<file path="src/rtl/sds_pkg.sv">
// ----------------------------------------------------------------------------
// sds_pkg: shared types and constants of the second derivative stencil unit
// Field widths, job codes for the stencil shapes and the tap weight table.
// ----------------------------------------------------------------------------
package sds_pkg;

	localparam int WIN            = 7;   // window taps
	localparam int SAMPLE_W       = 24;
	localparam int WGT_W          = 9;   // signed tap weight
	localparam int TERM_W         = SAMPLE_W + WGT_W;
	localparam int SUM_W          = TERM_W + 1;
	localparam int SCALE_W        = 32;
	localparam int SHIFT_W        = 6;
	localparam int HALF_W         = SCALE_W / 2;
	localparam int MUL_W          = SUM_W + HALF_W + 1;
	localparam int PROD_W         = SUM_W + SCALE_W + 1;
	localparam int DER_W          = 48;
	localparam int IDX_W          = 12;
	localparam int MAX_POINTS_DEF = 4096;
	localparam int CFG_IDX_W      = 1;
	localparam int CFG_DATA_W     = SCALE_W;

	localparam logic [CFG_IDX_W-1:0] REG_SCALE = 1'b0;
	localparam logic [CFG_IDX_W-1:0] REG_SHIFT = 1'b1;

	localparam logic signed [DER_W-1:0] DER_MAX = {1'b0, {(DER_W-1){1'b1}}};
	localparam logic signed [DER_W-1:0] DER_MIN = {1'b1, {(DER_W-1){1'b0}}};

	// Stencil shapes in the order they are issued; the code also gives the
	// distance of the point behind the newest sample (five minus code).
	typedef enum logic [2:0] {
		JOB_EF1  = 3'd0,  // one-sided forward, taps 1..6
		JOB_MID0 = 3'd1,  // centered, taps 0..4
		JOB_MID1 = 3'd2,  // centered, taps 1..5
		JOB_MID2 = 3'd3,  // centered, taps 2..6
		JOB_EB5  = 3'd4,  // one-sided backward from tap 5
		JOB_EB6  = 3'd5   // one-sided backward from tap 6
	} job_t;

	localparam logic signed [WGT_W-1:0] EDGE_W [6] = '{
		9'sd45, -9'sd154, 9'sd214, -9'sd156, 9'sd61, -9'sd10
	};
	localparam logic signed [WGT_W-1:0] MID_W [5] = '{
		-9'sd1, 9'sd16, -9'sd30, 9'sd16, -9'sd1
	};

	typedef struct packed {
		logic             valid;
		logic             err;
		logic             fin;
		logic [IDX_W-1:0] idx;
	} ctl_t;

	function automatic logic signed [WGT_W-1:0] tap_weight(job_t job, int tap);
		int k;
		logic edge_shape;
		logic signed [WGT_W-1:0] w;
		k = 0;
		edge_shape = 1'b1;
		w = '0;
		unique case (job)
			JOB_EF1:  k = tap - 1;
			JOB_MID0: begin k = tap;     edge_shape = 1'b0; end
			JOB_MID1: begin k = tap - 1; edge_shape = 1'b0; end
			JOB_MID2: begin k = tap - 2; edge_shape = 1'b0; end
			JOB_EB5:  k = 5 - tap;
			JOB_EB6:  k = 6 - tap;
			default:  k = -1;
		endcase
		if (edge_shape) begin
			if (k >= 0 && k < 6) w = EDGE_W[3'(k)];
		end else begin
			if (k >= 0 && k < 5) w = MID_W[3'(k)];
		end
		return w;
	endfunction

endpackage

</file>
<file path="src/rtl/sds_cell.sv">
// ----------------------------------------------------------------------------
// sds_cell: one tap of the sample window
// Holds one sample, passes it on when the window advances and weighs it
// for the stencil that is being issued.
// ----------------------------------------------------------------------------
module sds_cell
	import sds_pkg::*;
#(
	parameter int TAP = 0
) (
	input  logic                       clk,
	input  logic                       arst_n,
	input  logic                       shift,
	input  logic                       clr,
	input  logic                       adv,
	input  job_t                       job,
	input  logic signed [SAMPLE_W-1:0] din,
	output logic signed [SAMPLE_W-1:0] dout,
	output logic signed [TERM_W-1:0]   term
);

	logic signed [SAMPLE_W-1:0] sample_q;
	logic signed [TERM_W-1:0]   term_s1;
	logic signed [WGT_W-1:0]    w;

	assign w    = tap_weight(job, TAP);
	assign dout = sample_q;
	assign term = term_s1;

	always_ff @(posedge clk or negedge arst_n) begin
		if (!arst_n) begin
			sample_q <= '0;
		end else if (shift) begin
			sample_q <= din;
		end else if (clr) begin
			sample_q <= '0;
		end
	end

	always_ff @(posedge clk) begin
		if (adv) begin
			term_s1 <= TERM_W'(sample_q) * TERM_W'(w);
		end
	end

endmodule

</file>
<file path="config.mk">
export PLATFORM = sky130hd
export DESIGN_NAME = sds_cell
export DESIGN_NICKNAME = d
export VERILOG_FILES = /design/src/rtl/sds_pkg.sv /design/src/rtl/sds_cell.sv
export SDC_FILE = /design/constraint.sdc
export NUM_CORES = 1
export LEC_CHECK = 0
export CELL_PAD_IN_SITES_DETAIL_PLACEMENT = 0
export CELL_PAD_IN_SITES_GLOBAL_PLACEMENT = 1
export CORE_ASPECT_RATIO = 0.9
export CORE_UTILIZATION = 40
export CTS_CLUSTER_SIZE = 12
export DETAILED_ROUTE_END_ITERATION = 16
export DONT_BUFFER_PORTS = 1
export GPL_TIMING_DRIVEN = 0
export PLACE_DENSITY_LB_ADDON = 0.1
export SYNTH_ARGS = -nofsm -noshare
export SYNTH_HDL_FRONTEND = slang
export SYNTH_SLANG_ARGS = --single-unit
export TNS_END_PERCENT = 100
</file>
<file path="constraint.sdc">
create_clock -name clk -period 7 [get_ports clk]
set_input_delay 1.05 -clock clk [delete_from_list [all_inputs] [get_ports clk]]
set_output_delay 1.05 -clock clk [all_outputs]
set_load 0.005 [all_outputs]
</file>
======== Yosys cells after proc, flatten, opt, wreduce, memory -nomap -nowiden ========
Memory sizes are Yosys's and may differ from the RTL's.
Index checks and enable logic that the tools add are counted.
storage, ports and cells
  RAM bits ................................ 0
  bits in registers ....................... 57
  bits in read-only memories .............. 144
  latch bits .............................. 0
  bits of input ports ..................... 32
  logic and storage cells ................. 29
  memories ................................ 2
memories
  memory           words  width  read ports  clocked after memory_dff  wr ports  RTL line       text
  (no name shown)  8      9      1           0                         0         sds_pkg.sv:73  if (k >= 0 && k < 5) w = MID_W[3'(k)];
  (no name shown)  8      9      1           0                         0         sds_pkg.sv:71  if (k >= 0 && k < 6) w = EDGE_W[3'(k)];
cells by class
  multipliers ............................. 1
  divide/modulo/power cells ............... 0
  shifts and indexed selects .............. 0
  bitwise gates (word level) .............. 1
  reduce and logical (&&, ||, !) cells .... 4
  magnitude comparators ................... 4
  $add $sub $neg .......................... 0
  multiplexer cells ....................... 10
  equality and inequality tests ........... 5
operators with widths
  operator                                                             number
  one-hot mux 32 bit (4 select lines)                                  1
  < comparator 32 x 4 -> 1 bit (second input constant)                 2
  two-way mux 9 bit                                                    7
  two-way mux 24 bit                                                   2
  multiplier 24 x 9 -> 33 bit                                          1
  greater-or-equal comparator 32 x 1 -> 1 bit (second input constant)  1
  == test 3 x 2 -> 1 bit (second input constant)                       2
  == test 3 bit (second input constant)                                2
  greater-or-equal comparator 3 x 4 -> 1 bit (second input constant)   1
  == test 3 x 1 -> 1 bit (second input constant)                       1
  NOT 3 bit                                                            1
  OR reduction 3 bit                                                   1
  logical AND 1 bit                                                    2
  nonzero test 2 bit                                                   1

======== Logic depth before layout (Yosys ltp) ========
  word-level depth ........................ 9
  mapped depth ............................ 26
  depth with buffers taken out ............ 23

======== Worst setup path before layout ========
No wires, ideal clock.
  kind .................................... input-to-reg
  start point ............................. input job[0]
  end point ............................... register term_s1[32], in the netlist term[32], data pin
  setup slack ............................. -0.336 ns
  required time ........................... 6.740 ns
  setup time .............................. 0.260 ns
  data arrival time ....................... 7.076 ns
  stages .................................. 24
  path buffers ............................ 3
  cell sequence ........................... xnor2_1 nor2_1 buf_2 buf_2 ha_1 nand3b_1 nor2_1 clkbuf_1 nand2_1 inv_1 fa_1 fa_1 inv_1 fa_1 fa_1 inv_1 ha_1 ha_1 a21o_1 a21oi_1 a211oi_1 a221o_1 a41o_1 xnor2_1
between the ends
  cells in the longest elaborated chain, start to end .. 9
  elaborated cells between the ends (all ways) .. 23
  classes of those cells .................. mul (1); order compare (3); eq/ne (5); mux (8); bitwise (1); reduce/logical (3); memory (2)
ends and longest elaborated chain
  item                                                                                                 RTL line        text
  start: declaration                                                                                   sds_cell.sv:16  input job_t job,
  parallel branches: the longest is 7 deep, another holds greater-or-equal comparator 32 x 1 -> 1 bit  --
  two-way mux 9 bit (*)                                                                                sds_pkg.sv:70   if (edge_shape) begin
  multiplier 24 x 9 -> 33 bit (*)                                                                      sds_cell.sv:42  term_s1 <= TERM_W'(sample_q) * TERM_W'(w);
  end signal: assignment                                                                               sds_cell.sv:42
  end: declaration                                                                                     sds_cell.sv:23  logic signed [TERM_W-1:0] term_s1;
Mark *: on every way between the ends. The select of a mux whose other input is x is not followed.
A chain may end at the register's enable or synchronous reset.

======== Worst setup path in the final report ========
  start point ............................. input job[2]
  end point ............................... register term_s1[28], in the netlist term[28], data pin
The elaborated chain is that of the path after synthesis.

==> impl_metrics.ini <==
[worst_setup_path]
cp_slowest_stage_delay_ns = 0.54
cp.arrival_ns = 6.82
r2r_start = dout[0]
r2r_cells = 18
crit_type = in -> reg
critical_path.max_fanout = 19
crit_slowest_cell = fa_1
r2r_setup_slack_ns = 1.33
critPathCaptureType = register
path_buf_inv = 7
critPathLaunchType = primary input
timing.rr.end = term[28]
required_ns = 7.08
path_common_cell = fa_1
crit_family = adder cells

[pwr]
vdd_ir_drop_max_v = 0.000118
p_per_area_mw_per_mm2 = 191
p_leak_nw = 5.55

[detailed_routing]
initialDrtViolationCount = 342
viasPerCell = 4.97
vias = 6332
wirelength_um = 22600
antenna_left = 0
drc = 0
first_pass_iters = 4
avgRoutedWirePerCell_um = 17.7

[sta]
hold_slack_ns = 0.390
setup_viol = 0
drv_slew = 0
setup_tns_ns = 0
worst_slack_ns = 0.266
skew_ns = 0.0158
clock.fmax_mhz = 148
min_period_ns = 6.73
min_period_over_period_pct = 96.2
relSlewSlack_pct = 58.9
worstMarginPinSlew_ns = 0.616
hold_viol_final = 0

[global_routing]
antenna_found_initial = 1
grt_pass1_vias = 6628
grt_first_pass_wirelength_um = 36700
use_met1_pct = 28.9
busiest_layer = met2
gr-total-overflow = 0
use_met3_pct = 3.80
grt_max_degree = 34
grtUsageMet2_pct = 33.8
grtUsageTotal_pct = 20.7

[placement]
place_hpwl_um = 18900
dp_slack_ns = -1.57
place_area_mm2 = 0.00950
portBuffers = 0
gp_congestion = 0.834

[synthesis]
synthesis.instances = 949
ys_seq_area_share_pct = 17.5
synth_ff_type = edfxtp_1
synthArstFlopShare_pct = 42.1
synth_seq_cells = 57
syn_nets = 1226
ys_types = 60
netlist_area_mm2 = 0.00911
synth_edf_count = 33
yosysWarnings = 0
postSynthAreaPerCell_um2 = 9.60

[clocking]
cts_tree = yes
cts_buffers = 9
clockBufferDepth = 2
clock_latency_ns = 0.35
clk_pin_slew_ns = 0.06
cts_num_sinks = 57
htreeDepth = 3
cts_root_buffer = clkbuf_16

[floorplan]
num_rows = 52
core-area_mm2 = 0.0224
initial_utilization_pct = 40.6
dieArea_mm2 = 0.0234
die_w_um = 161
die_h_um = 145
pin_count = 89

[cells_and_area]
nNetsFinal = 1248
final_common_cell = inv_1
fillers = 2261
finish.instance_area_mm2 = 0.0100
layout_common_cells = inv_1, fa_1, nand2_1
final_util_pct = 44.7
syn2layout_area_growth_pct = 9.98
drive_above_1_share_pct = 6.56

[hold_path]
hp-class = in -> async

[outcome]
status = completed

[flow_run]
maxCapViolCount = 0
==> worst reg2reg max path: stages, from the launching register on <==
cell,delay [ns]
dfrtp_1,0.48
or3_1,0.47
fa_1,0.56
fa_1,0.55
inv_1,0.05
fa_1,0.50
fa_1,0.54
inv_1,0.05
fa_1,0.50
inv_1,0.04
ha_1,0.37
o211ai_1,0.16
o211ai_2,0.30
nand4_1,0.13
buf_4,0.18
buf_4,0.15
a21o_1,0.18
nand4_1,0.09
o311ai_1,0.11
==> synth_stat cells (2+ instances only) <==
library cell	instances	area [µm²]
inv_1	215	807
fa_1	175	3500
nand2_1	125	469
ha_1	70	876
nor2_1	50	188
o21ai_0	37	185
a21oi_1	34	170
edfxtp_1	33	991
nand2b_1	27	169
dfrtp_1	24	601
xnor2_1	21	184
and2_1	17	106
clkbuf_1	16	60.1
a21o_1	10	75.1
nand3_1	8	40.0
xor2_1	8	70.1
nand4_1	7	43.8
o21a_1	6	45.0
buf_2	5	25.0
a211oi_1	4	30.0
nor3_1	4	20.0
o211ai_1	4	30.0
or3_1	4	25.0
a21boi_0	3	22.5
o21bai_1	3	22.5
a21oi_4	2	32.5
mux2i_1	2	20.0
nand3b_1	2	15.0
o311a_1	2	20.0
==> report_power, final <==
part / switching [mW] / internal, mW
clock network: 0.180 / 0.318
logic: 0.534 / 0.375
registers: 0.0555 / 0.454
==> cells by family after synthesis <==
kind of cell / Yosys count / synth area share, %
buf+inv: 238 / 9.95
compound gates: 125 / 8.99
fa+ha+maj: 245 / 48.0
xor+xnor: 29 / 2.79
simple gates: 252 / 12.4
flops: 57 / 17.5
mux: 3 / 0.343
==> registers in the layout (all words and copies together) (netlist names) <==
signal	cells
term	33
dout	24
==> metal layers <==
layer	share of wire [%]	vias to the layer above
li1	-	2989
met1	46	3258
met2	50	75
met3	2.9	10
met4	0.81	0
met5	0	-
==> through the flow <==
step	power [mW]	std cells
final	1.92	1274
after global routing	2.09	1273
after CTS	1.95	1268
after detailed placement	1.43	1246
after global placement	1.44	1246
after floorplan	1.20	949
==> cell type report <==
cell class / instances / area [µm²] / share of cell area (%)
Multi-Input combinational cell: 654 / 6690 / 66.7
Sequential cell: 57 / 1590 / 15.9
Inverter: 215 / 807 / 8.05
Tap cell: 297 / 372 / 3.71
Clock buffer: 13 / 282 / 2.81
Buffer: 21 / 143 / 1.42
Timing Repair Buffer: 13 / 97.6 / 0.974
Clock inverter: 3 / 45.0 / 0.449
Antenna cell: 1 / 2.50 / 0.0250
==> timing repair <==
item                       in CTS  in global routing
setup endpoints to repair      24                 16
gates resized for setup        26                  7
setup buffers                   7                  6
pin swaps                       7                  5
hold endpoints to repair        0                  0
hold buffers                    0                  0
==> worst max path at each step <==
stage | from | to | slack [ns] | cells after the start
2_1_floorplan | job[0] | term[32] | 0.02 | 24
3_3_place_gp | job[0] | term[31] | -1.52 | 26
3_5_place_dp | job[0] | term[31] | -1.57 | 26
4_1_cts | job[2] | term[32] | 0.003 | 24
5_1_grt | job[2] | term[32] | -0.01 | 24
6_report | job[2] | term[28] | 0.27 | 25
Power figures use the tool's default switching activity.
