**src/rtl/sds_pkg.sv**
```systemverilog
// ----------------------------------------------------------------------------
// sds_pkg: shared types and constants of the second derivative stencil unit
// Field widths, job codes for the stencil shapes and the tap weight table.
// ----------------------------------------------------------------------------
package sds_pkg;

	localparam int WIN            = 7;   // window taps
	localparam int SAMPLE_W       = 24;
	localparam int WGT_W          = 9;   // signed tap weight
	localparam int TERM_W         = SAMPLE_W + WGT_W;
	localparam int SUM_W          = TERM_W + 1;
	localparam int SCALE_W        = 32;
	localparam int SHIFT_W        = 6;
	localparam int HALF_W         = SCALE_W / 2;
	localparam int MUL_W          = SUM_W + HALF_W + 1;
	localparam int PROD_W         = SUM_W + SCALE_W + 1;
	localparam int DER_W          = 48;
	localparam int IDX_W          = 12;
	localparam int MAX_POINTS_DEF = 4096;
	localparam int CFG_IDX_W      = 1;
	localparam int CFG_DATA_W     = SCALE_W;

	localparam logic [CFG_IDX_W-1:0] REG_SCALE = 1'b0;
	localparam logic [CFG_IDX_W-1:0] REG_SHIFT = 1'b1;

	localparam logic signed [DER_W-1:0] DER_MAX = {1'b0, {(DER_W-1){1'b1}}};
	localparam logic signed [DER_W-1:0] DER_MIN = {1'b1, {(DER_W-1){1'b0}}};

	// Stencil shapes in the order they are issued; the code also gives the
	// distance of the point behind the newest sample (five minus code).
	typedef enum logic [2:0] {
		JOB_EF1  = 3'd0,  // one-sided forward, taps 1..6
		JOB_MID0 = 3'd1,  // centered, taps 0..4
		JOB_MID1 = 3'd2,  // centered, taps 1..5
		JOB_MID2 = 3'd3,  // centered, taps 2..6
		JOB_EB5  = 3'd4,  // one-sided backward from tap 5
		JOB_EB6  = 3'd5   // one-sided backward from tap 6
	} job_t;

	localparam logic signed [WGT_W-1:0] EDGE_W [6] = '{
		9'sd45, -9'sd154, 9'sd214, -9'sd156, 9'sd61, -9'sd10
	};
	localparam logic signed [WGT_W-1:0] MID_W [5] = '{
		-9'sd1, 9'sd16, -9'sd30, 9'sd16, -9'sd1
	};

	typedef struct packed {
		logic             valid;
		logic             err;
		logic             fin;
		logic [IDX_W-1:0] idx;
	} ctl_t;

	function automatic logic signed [WGT_W-1:0] tap_weight(job_t job, int tap);
		int k;
		logic edge_shape;
		logic signed [WGT_W-1:0] w;
		k = 0;
		edge_shape = 1'b1;
		w = '0;
		unique case (job)
			JOB_EF1:  k = tap - 1;
			JOB_MID0: begin k = tap;     edge_shape = 1'b0; end
			JOB_MID1: begin k = tap - 1; edge_shape = 1'b0; end
			JOB_MID2: begin k = tap - 2; edge_shape = 1'b0; end
			JOB_EB5:  k = 5 - tap;
			JOB_EB6:  k = 6 - tap;
			default:  k = -1;
		endcase
		if (edge_shape) begin
			if (k >= 0 && k < 6) w = EDGE_W[3'(k)];
		end else begin
			if (k >= 0 && k < 5) w = MID_W[3'(k)];
		end
		return w;
	endfunction

endpackage

```
**src/rtl/sds_post.sv**
```systemverilog
// ----------------------------------------------------------------------------
// sds_post: sum, scale, shift and saturate
// Adds the weighted taps, multiplies by scale in two halves, shifts right
// arithmetically and clips to 48 bits; holds the output register.
// ----------------------------------------------------------------------------
module sds_post
	import sds_pkg::*;
(
	input  logic                       clk,
	input  logic                       arst_n,
	input  logic                       adv,
	input  logic [SCALE_W-1:0]         scale,
	input  logic [SHIFT_W-1:0]         shift,
	input  logic signed [TERM_W-1:0]   terms [WIN],
	input  ctl_t                       ctl_in,
	output logic signed [DER_W-1:0]    derivative,
	output logic                       saturated,
	output ctl_t                       ctl_out
);

	logic signed [SUM_W-1:0]  pair_s2 [4];
	logic signed [SUM_W-1:0]  sum_s3;
	logic signed [MUL_W-1:0]  hi_s4;
	logic signed [MUL_W-1:0]  lo_s4;
	logic signed [PROD_W-1:0] prod_s5;
	logic signed [DER_W-1:0]  der_s6;
	logic                     sat_s6;
	ctl_t                     ctl_s2, ctl_s3, ctl_s4, ctl_s5, ctl_s6;

	logic signed [PROD_W-1:0] shd;
	logic                     pos_ovf, neg_ovf;

	always_comb begin
		shd     = prod_s5 >>> shift;
		pos_ovf = !shd[PROD_W-1] && (|shd[PROD_W-2:DER_W-1]);
		neg_ovf = shd[PROD_W-1] && !(&shd[PROD_W-2:DER_W-1]);
	end

	always_ff @(posedge clk or negedge arst_n) begin
		if (!arst_n) begin
			ctl_s2 <= '0;
			ctl_s3 <= '0;
			ctl_s4 <= '0;
			ctl_s5 <= '0;
			ctl_s6 <= '0;
		end else if (adv) begin
			ctl_s2 <= ctl_in;
			ctl_s3 <= ctl_s2;
			ctl_s4 <= ctl_s3;
			ctl_s5 <= ctl_s4;
			ctl_s6 <= ctl_s5;
		end
	end

	always_ff @(posedge clk) begin
		if (adv) begin
			for (int k = 0; k < 3; k++) begin
				pair_s2[k] <= SUM_W'(terms[2*k]) + SUM_W'(terms[2*k+1]);
			end
			pair_s2[3] <= SUM_W'(terms[WIN-1]);
			sum_s3 <= pair_s2[0] + pair_s2[1] + pair_s2[2] + pair_s2[3];
			hi_s4  <= MUL_W'(sum_s3) * MUL_W'($signed({1'b0, scale[SCALE_W-1:HALF_W]}));
			lo_s4  <= MUL_W'(sum_s3) * MUL_W'($signed({1'b0, scale[HALF_W-1:0]}));
			prod_s5 <= (PROD_W'(hi_s4) <<< HALF_W) + PROD_W'(lo_s4);
			// error word carries a plain zero
			if (ctl_s5.err) begin
				der_s6 <= '0;
				sat_s6 <= 1'b0;
			end else if (pos_ovf) begin
				der_s6 <= DER_MAX;
				sat_s6 <= 1'b1;
			end else if (neg_ovf) begin
				der_s6 <= DER_MIN;
				sat_s6 <= 1'b1;
			end else begin
				der_s6 <= shd[DER_W-1:0];
				sat_s6 <= 1'b0;
			end
		end
	end

	assign derivative = der_s6;
	assign saturated  = sat_s6;
	assign ctl_out    = ctl_s6;

endmodule

```
**config.mk**
```make
export PLATFORM = sky130hd
export DESIGN_NAME = sds_post
export DESIGN_NICKNAME = d
export VERILOG_FILES = /design/src/rtl/sds_pkg.sv /design/src/rtl/sds_post.sv
export SDC_FILE = /design/constraint.sdc
export NUM_CORES = 2
export LEC_CHECK = 0
export ABC_AREA = 1
export ABC_CLOCK_PERIOD_IN_PS = 7000
export BUFFER_PORTS_ARGS = -buffer_cell sky130_fd_sc_hd__buf_2
export CORE_MARGIN = 5
export CORE_UTILIZATION = 50
export CTS_CLUSTER_DIAMETER = 200
export DETAILED_ROUTE_END_ITERATION = 7
export MAX_ROUTING_LAYER = met4
export PLACE_DENSITY = 0.67
export SYNTH_ARGS = -nofsm -noshare
export SYNTH_HDL_FRONTEND = slang
export SYNTH_SLANG_ARGS = --single-unit
```
**constraint.sdc**
```tcl
create_clock -name clk -period 7 [get_ports clk]
set_clock_uncertainty 0.05 [all_clocks]
set_input_delay 0.35 -clock clk [delete_from_list [all_inputs] [get_ports clk]]
set_output_delay 0.35 -clock clk [all_outputs]
set_load 0.1 [all_outputs]
```
Yosys cells after proc, flatten, opt, wreduce, memory -nomap -nowiden:

Memory sizes are Yosys's and may differ from the RTL's.
Cells that the tools add are included.

* output and inout bits: 64
* memories kept: 1
* memory bits (writable): 136
* input port bits: 287
* bits in registers: 327

Memory list
* pair_s2: depth 4, width 34, rd ports 4, clocked after Yosys merged registers in 0, write ports 4, RTL line sds_post.sv:21 `logic signed [SUM_W-1:0] pair_s2 [4];`

* multipliers: 2
* shift-type cells: 1
* mux-type cells: 6
* reduce and logical (&&, ||, !) cells: 7
* $add $sub $neg: 7

Operator list (number)
* $add A33 B33 Y34: 3
* $add A34 B34 Y34: 3
* $mul A34 B17 Y51: 2
* $add A67 B51 Y67: 1
* $sshr A67 B6 Y67: 1
* $mux W48: 1
* $mux W47: 1
* $reduce_and A19 Y1: 1
* $reduce_or A19 Y1: 1
* $mux W1: 4
* $logic_and A1 B1 Y1: 2
* $logic_not A1 Y1: 2
* $reduce_or A2 Y1: 1

Depth between registers and ports, before layout:

* word-level depth: 6
* depth in mapped cells: 29
* depth with buffers taken out: 28

Worst setup path after synthesis:

OpenSTA, ideal clock, no wires.

* kind: input-to-reg
* from: input port scale[8]
* to: register lo_s4[50], data pin
* data required time: 6.690 ns
* stages on the path: 26
* library setup time: 0.260 ns
* buffers on the path: 2
* slack: 1.130 ns
* arrival time: 5.559 ns
* cells stage by stage: clkbuf_1 -> clkbuf_1 -> nand2_1 -> fa_1 -> inv_1 -> fa_1 -> inv_1 -> fa_1 -> inv_1 -> fa_1 -> fa_1 -> inv_1 -> fa_1 -> inv_1 -> ha_1 -> a21oi_1 -> inv_1 -> a31oi_1 -> nand2_1 -> nand2_1 -> nand2_1 -> a21oi_1 -> o21bai_1 -> nand4_1 -> nand2_1 -> xor2_1

* longest elaborated chain between the ends: 1

RTL lines
* start, declared: RTL line sds_post.sv:12 `input logic [SCALE_W-1:0] scale,`
* $mul A34 B17 Y51: RTL line sds_post.sv:63 `lo_s4 <= MUL_W'(sum_s3) * MUL_W'($signed({1'b0, scale[HALF_W-1:0]}));`
* end signal, assigned: RTL line sds_post.sv:63
* end, declared: RTL line sds_post.sv:24 `logic signed [MUL_W-1:0] lo_s4;`

Every way passes these cells.
A chain may end at the register's enable or synchronous reset.

Worst setup path in the final report:

* from: register sum_s3[19]
* to: register hi_s4[43], data pin

* longest elaborated chain between the ends: 1

RTL lines
* start, declared: RTL line sds_post.sv:22 `logic signed [SUM_W-1:0] sum_s3;`
* start signal, assigned: RTL line sds_post.sv:61 `sum_s3 <= pair_s2[0] + pair_s2[1] + pair_s2[2] + pair_s2[3];`
* $mul A34 B17 Y51: RTL line sds_post.sv:62 `hi_s4 <= MUL_W'(sum_s3) * MUL_W'($signed({1'b0, scale[SCALE_W-1:HALF_W]}));`
* end signal, assigned: RTL line sds_post.sv:62
* end, declared: RTL line sds_post.sv:23 `logic signed [MUL_W-1:0] hi_s4;`

Every way passes these cells.

==> out/results.ini <==
[timing]
timing.fmax_mhz=145.7
post-route-period-util_pct=98.02
worst_pin_slew_ps=923.7
finalCriticalPeriod_ps=6862
slew_headroom_pct=38.42
rsz0062_at_grt=no
hold_viol_final=0
maxSlewViolCount=0
setup_viol=0

[clock_network]
clkLatencyLatePin_ps=670
htreeDepth=2
numCtsBuffers=55
path_clk_slew_ps=60
cts.sinks=462
root_buffer=clkbuf_16
tritoncts=built
clockBufferDepth=3

[synthesis]
synth.most_common_cell=inv_1
seq_area_frac_synth_pct=19.46
synth_edf_count=387
synthSimpleGateAreaFrac_pct=15.50
synthCells=8458
ys_types=50
mappedNetlistNets=10270
synth_mux_area_share_pct=0.7340
async_flop_share_pct=16.23
synth_largest_area_cell=fa_1
synth-seq-cells=462
synth_common_cells=inv_1, nand2_1, fa_1
synth_compound_area_share_pct=8.064
yosysWarnings=0
syn_area_per_cell_sq_um=8.202
synthXorXnorAreaFrac_pct=3.585
synth-adder-area-share_pct=39.50
syn_area_sq_um=69380
synth_top_area_share_pct=31.86
ys_top_cells_by_area=fa_1, edfxtp_1, inv_1, nand2_1, ha_1
synthFlopType=edfxtp_1
synth_top_family_by_area=adder cells

[setup_path]
worst_setup_path_start_kind=flop
crit_path_end_kind=flop
critPathKind=flop to flop
critPathBufInv=5
cpMostUsedCell=fa_1
cp_top_family=adder cells
critPathRequiredTime_ps=7330
worstPathCellList=buf_4 > nand2_1 > fa_1 > inv_1 > fa_1 > fa_1 > fa_1 > fa_1 > inv_1 > fa_1 > inv_1 > ha_1 > a21oi_1 > inv_1 > a31oi_1 > o21ai_0 > a221oi_1 > o211ai_1 > xor2_1
slowest_stage=edfxtp_1
cp_slowest_stage_delay_ps=690
arrival_ps=7190
path_max_fanout=9

[drt]
firstDrtPassIters=6
vias=55870
routed_via_density=5.264
wl_per_cell_um=19.06
drc_errors=0
drtAntennaViolNets=0
wl_mm=202.4
drtIter0Drc=3535

[layout]
final_area_sq_um=76400
syn_to_final_growth_pct=10.12
drive_gt1_share_pct=7.454
final_nets=10580
fill_cells=12820

[grt]
grtUsageTotal_pct=28.89
grt_pass1_vias=60270
grt_pass1_wl_mm=324.6
grt_antenna_before_repair=10
grt_max_degree=167
grt_overflow=0

[floorplan]
chipWidth_um=382.5
core_sq_um=137700
die_height_um=382.5
die-area_sq_um=146300
io_pins=351
rows=136
initial_core_util_pct=50.40

[run]
maxCapViolCount=0

[placed_design]
place_hpwl_mm=169.6
io_buffers=350
gp_congestion=0.9728
place_area_sq_um=73860

[worst_hold_path]
hold_class=input pin to flop

[run_status]
status=complete, no violations

cell families after synthesis:
logic type / count (synthesis)
DFF: 462
buffers and inverters: 2407
muxes: 49
AOI/OAI and AO/OA: 998
adders and majority gates: 1528
and+or+nand+nor: 2730
xor gates and xnor gates: 284
final timing paths:
check / slack, ps / cells after the start / to / start
min in group asynchronous: 370 / 3 / ctl_s4[13] / arst_n
setup reg to reg: 140 / 19 / hi_s4[43] / sum_s3[19]
setup / recovery: 140 / 19 / hi_s4[43] / sum_s3[19]
max in group asynchronous: 5900 / 3 / ctl_s2[5] / arst_n
hold / removal: 120 / 3 / pair_s2[1][32] / terms[164]
hold reg to reg: 370 / 0 / prod_s5[11] / lo_s4[11]
layout by cell type, fill, tap and decap left out, types with 44 or more instances in the layout:
cell           instances
clkbuf_16             55
nand2_1             2026
edfxtp_1             387
fa_1                1103
buf_4                140
dlygate4sd3_1         55
ha_1                 424
buf_2                349
a31oi_1               91
o211ai_1              50
nor2_1               363
nand3_1              251
dfrtp_1               75
a21oi_1              412
xnor2_1               92
buf_12                44
inv_1               2063
o21ai_0              313
xor2_1               192
state kept, by name, summed over array words and instances, names as in the netlist:
register / flops
pair_s2: 135
prod_s5: 67
hi_s4: 51
lo_s4: 51
derivative: 48
sum_s3: 34
ctl_out: 15
ctl_s2: 15
ctl_s3: 15
ctl_s4: 15
ctl_s5: 15
saturated: 1
worst register-to-register path: cells and delay by family (launching register included):
family                     cells  cell delay [ps]
AOI/OAI and AO/OA              5             1660
xor gates and xnor gates       1              260
adders and majority gates      7             3350
buffers and inverters          5              480
DFF                            1              690
and+or+nand+nor                1               90
what timing repair did:
action | in CTS | in global routing
hold buffers | 55 | 0
gates resized for setup | 0 | 2
endpoints found under the setup margin | 0 | 5
buffers inserted | 0 | 8
hold endpoints to repair | 126 | 0
final cells by class:
type	instances	area, sq um	share of cell area (%)
Tap cell	1794	2245	2.938
Timing Repair Buffer	589	4244	5.555
Antenna cell	6	15.01	0.01965
Multi-Input combinational cell	5589	46760	61.20
Clock inverter	31	366.6	0.4799
Sequential cell	462	13500	17.67
Inverter	2072	7785	10.19
Clock buffer	71	1486	1.946
layer usage:
metal	vias to the layer above	track usage, %	share of wire (%)
li1	26230	-	-
met1	27330	33.43	39
met2	1876	52.03	52
met3	438	3.446	5.4
met4	0	10.07	4.0
met5	-	-	0
through the flow:
stage / setup TNS [ps] / setup slack, ps / hold WS [ps] / util, % / instances
5_1_grt: 0 / 19.55 / 133.5 / 55.50 / 10610
3_3_place_gp: -129.3 / -129.3 / 352.9 / 53.65 / 10440
6_report: 0 / 138.4 / 115.1 / 55.50 / 10610
3_5_place_dp: -217.7 / -217.7 / 355.4 / 53.65 / 10440
4_1_cts: 0 / 117.3 / 66.68 / 55.40 / 10600
2_1_floorplan: 0 / 1130 / 4.409 / - / 8458
Power is not shown: default switching activity piles up to over one toggle a cycle in this logic, so the estimate is an artifact.
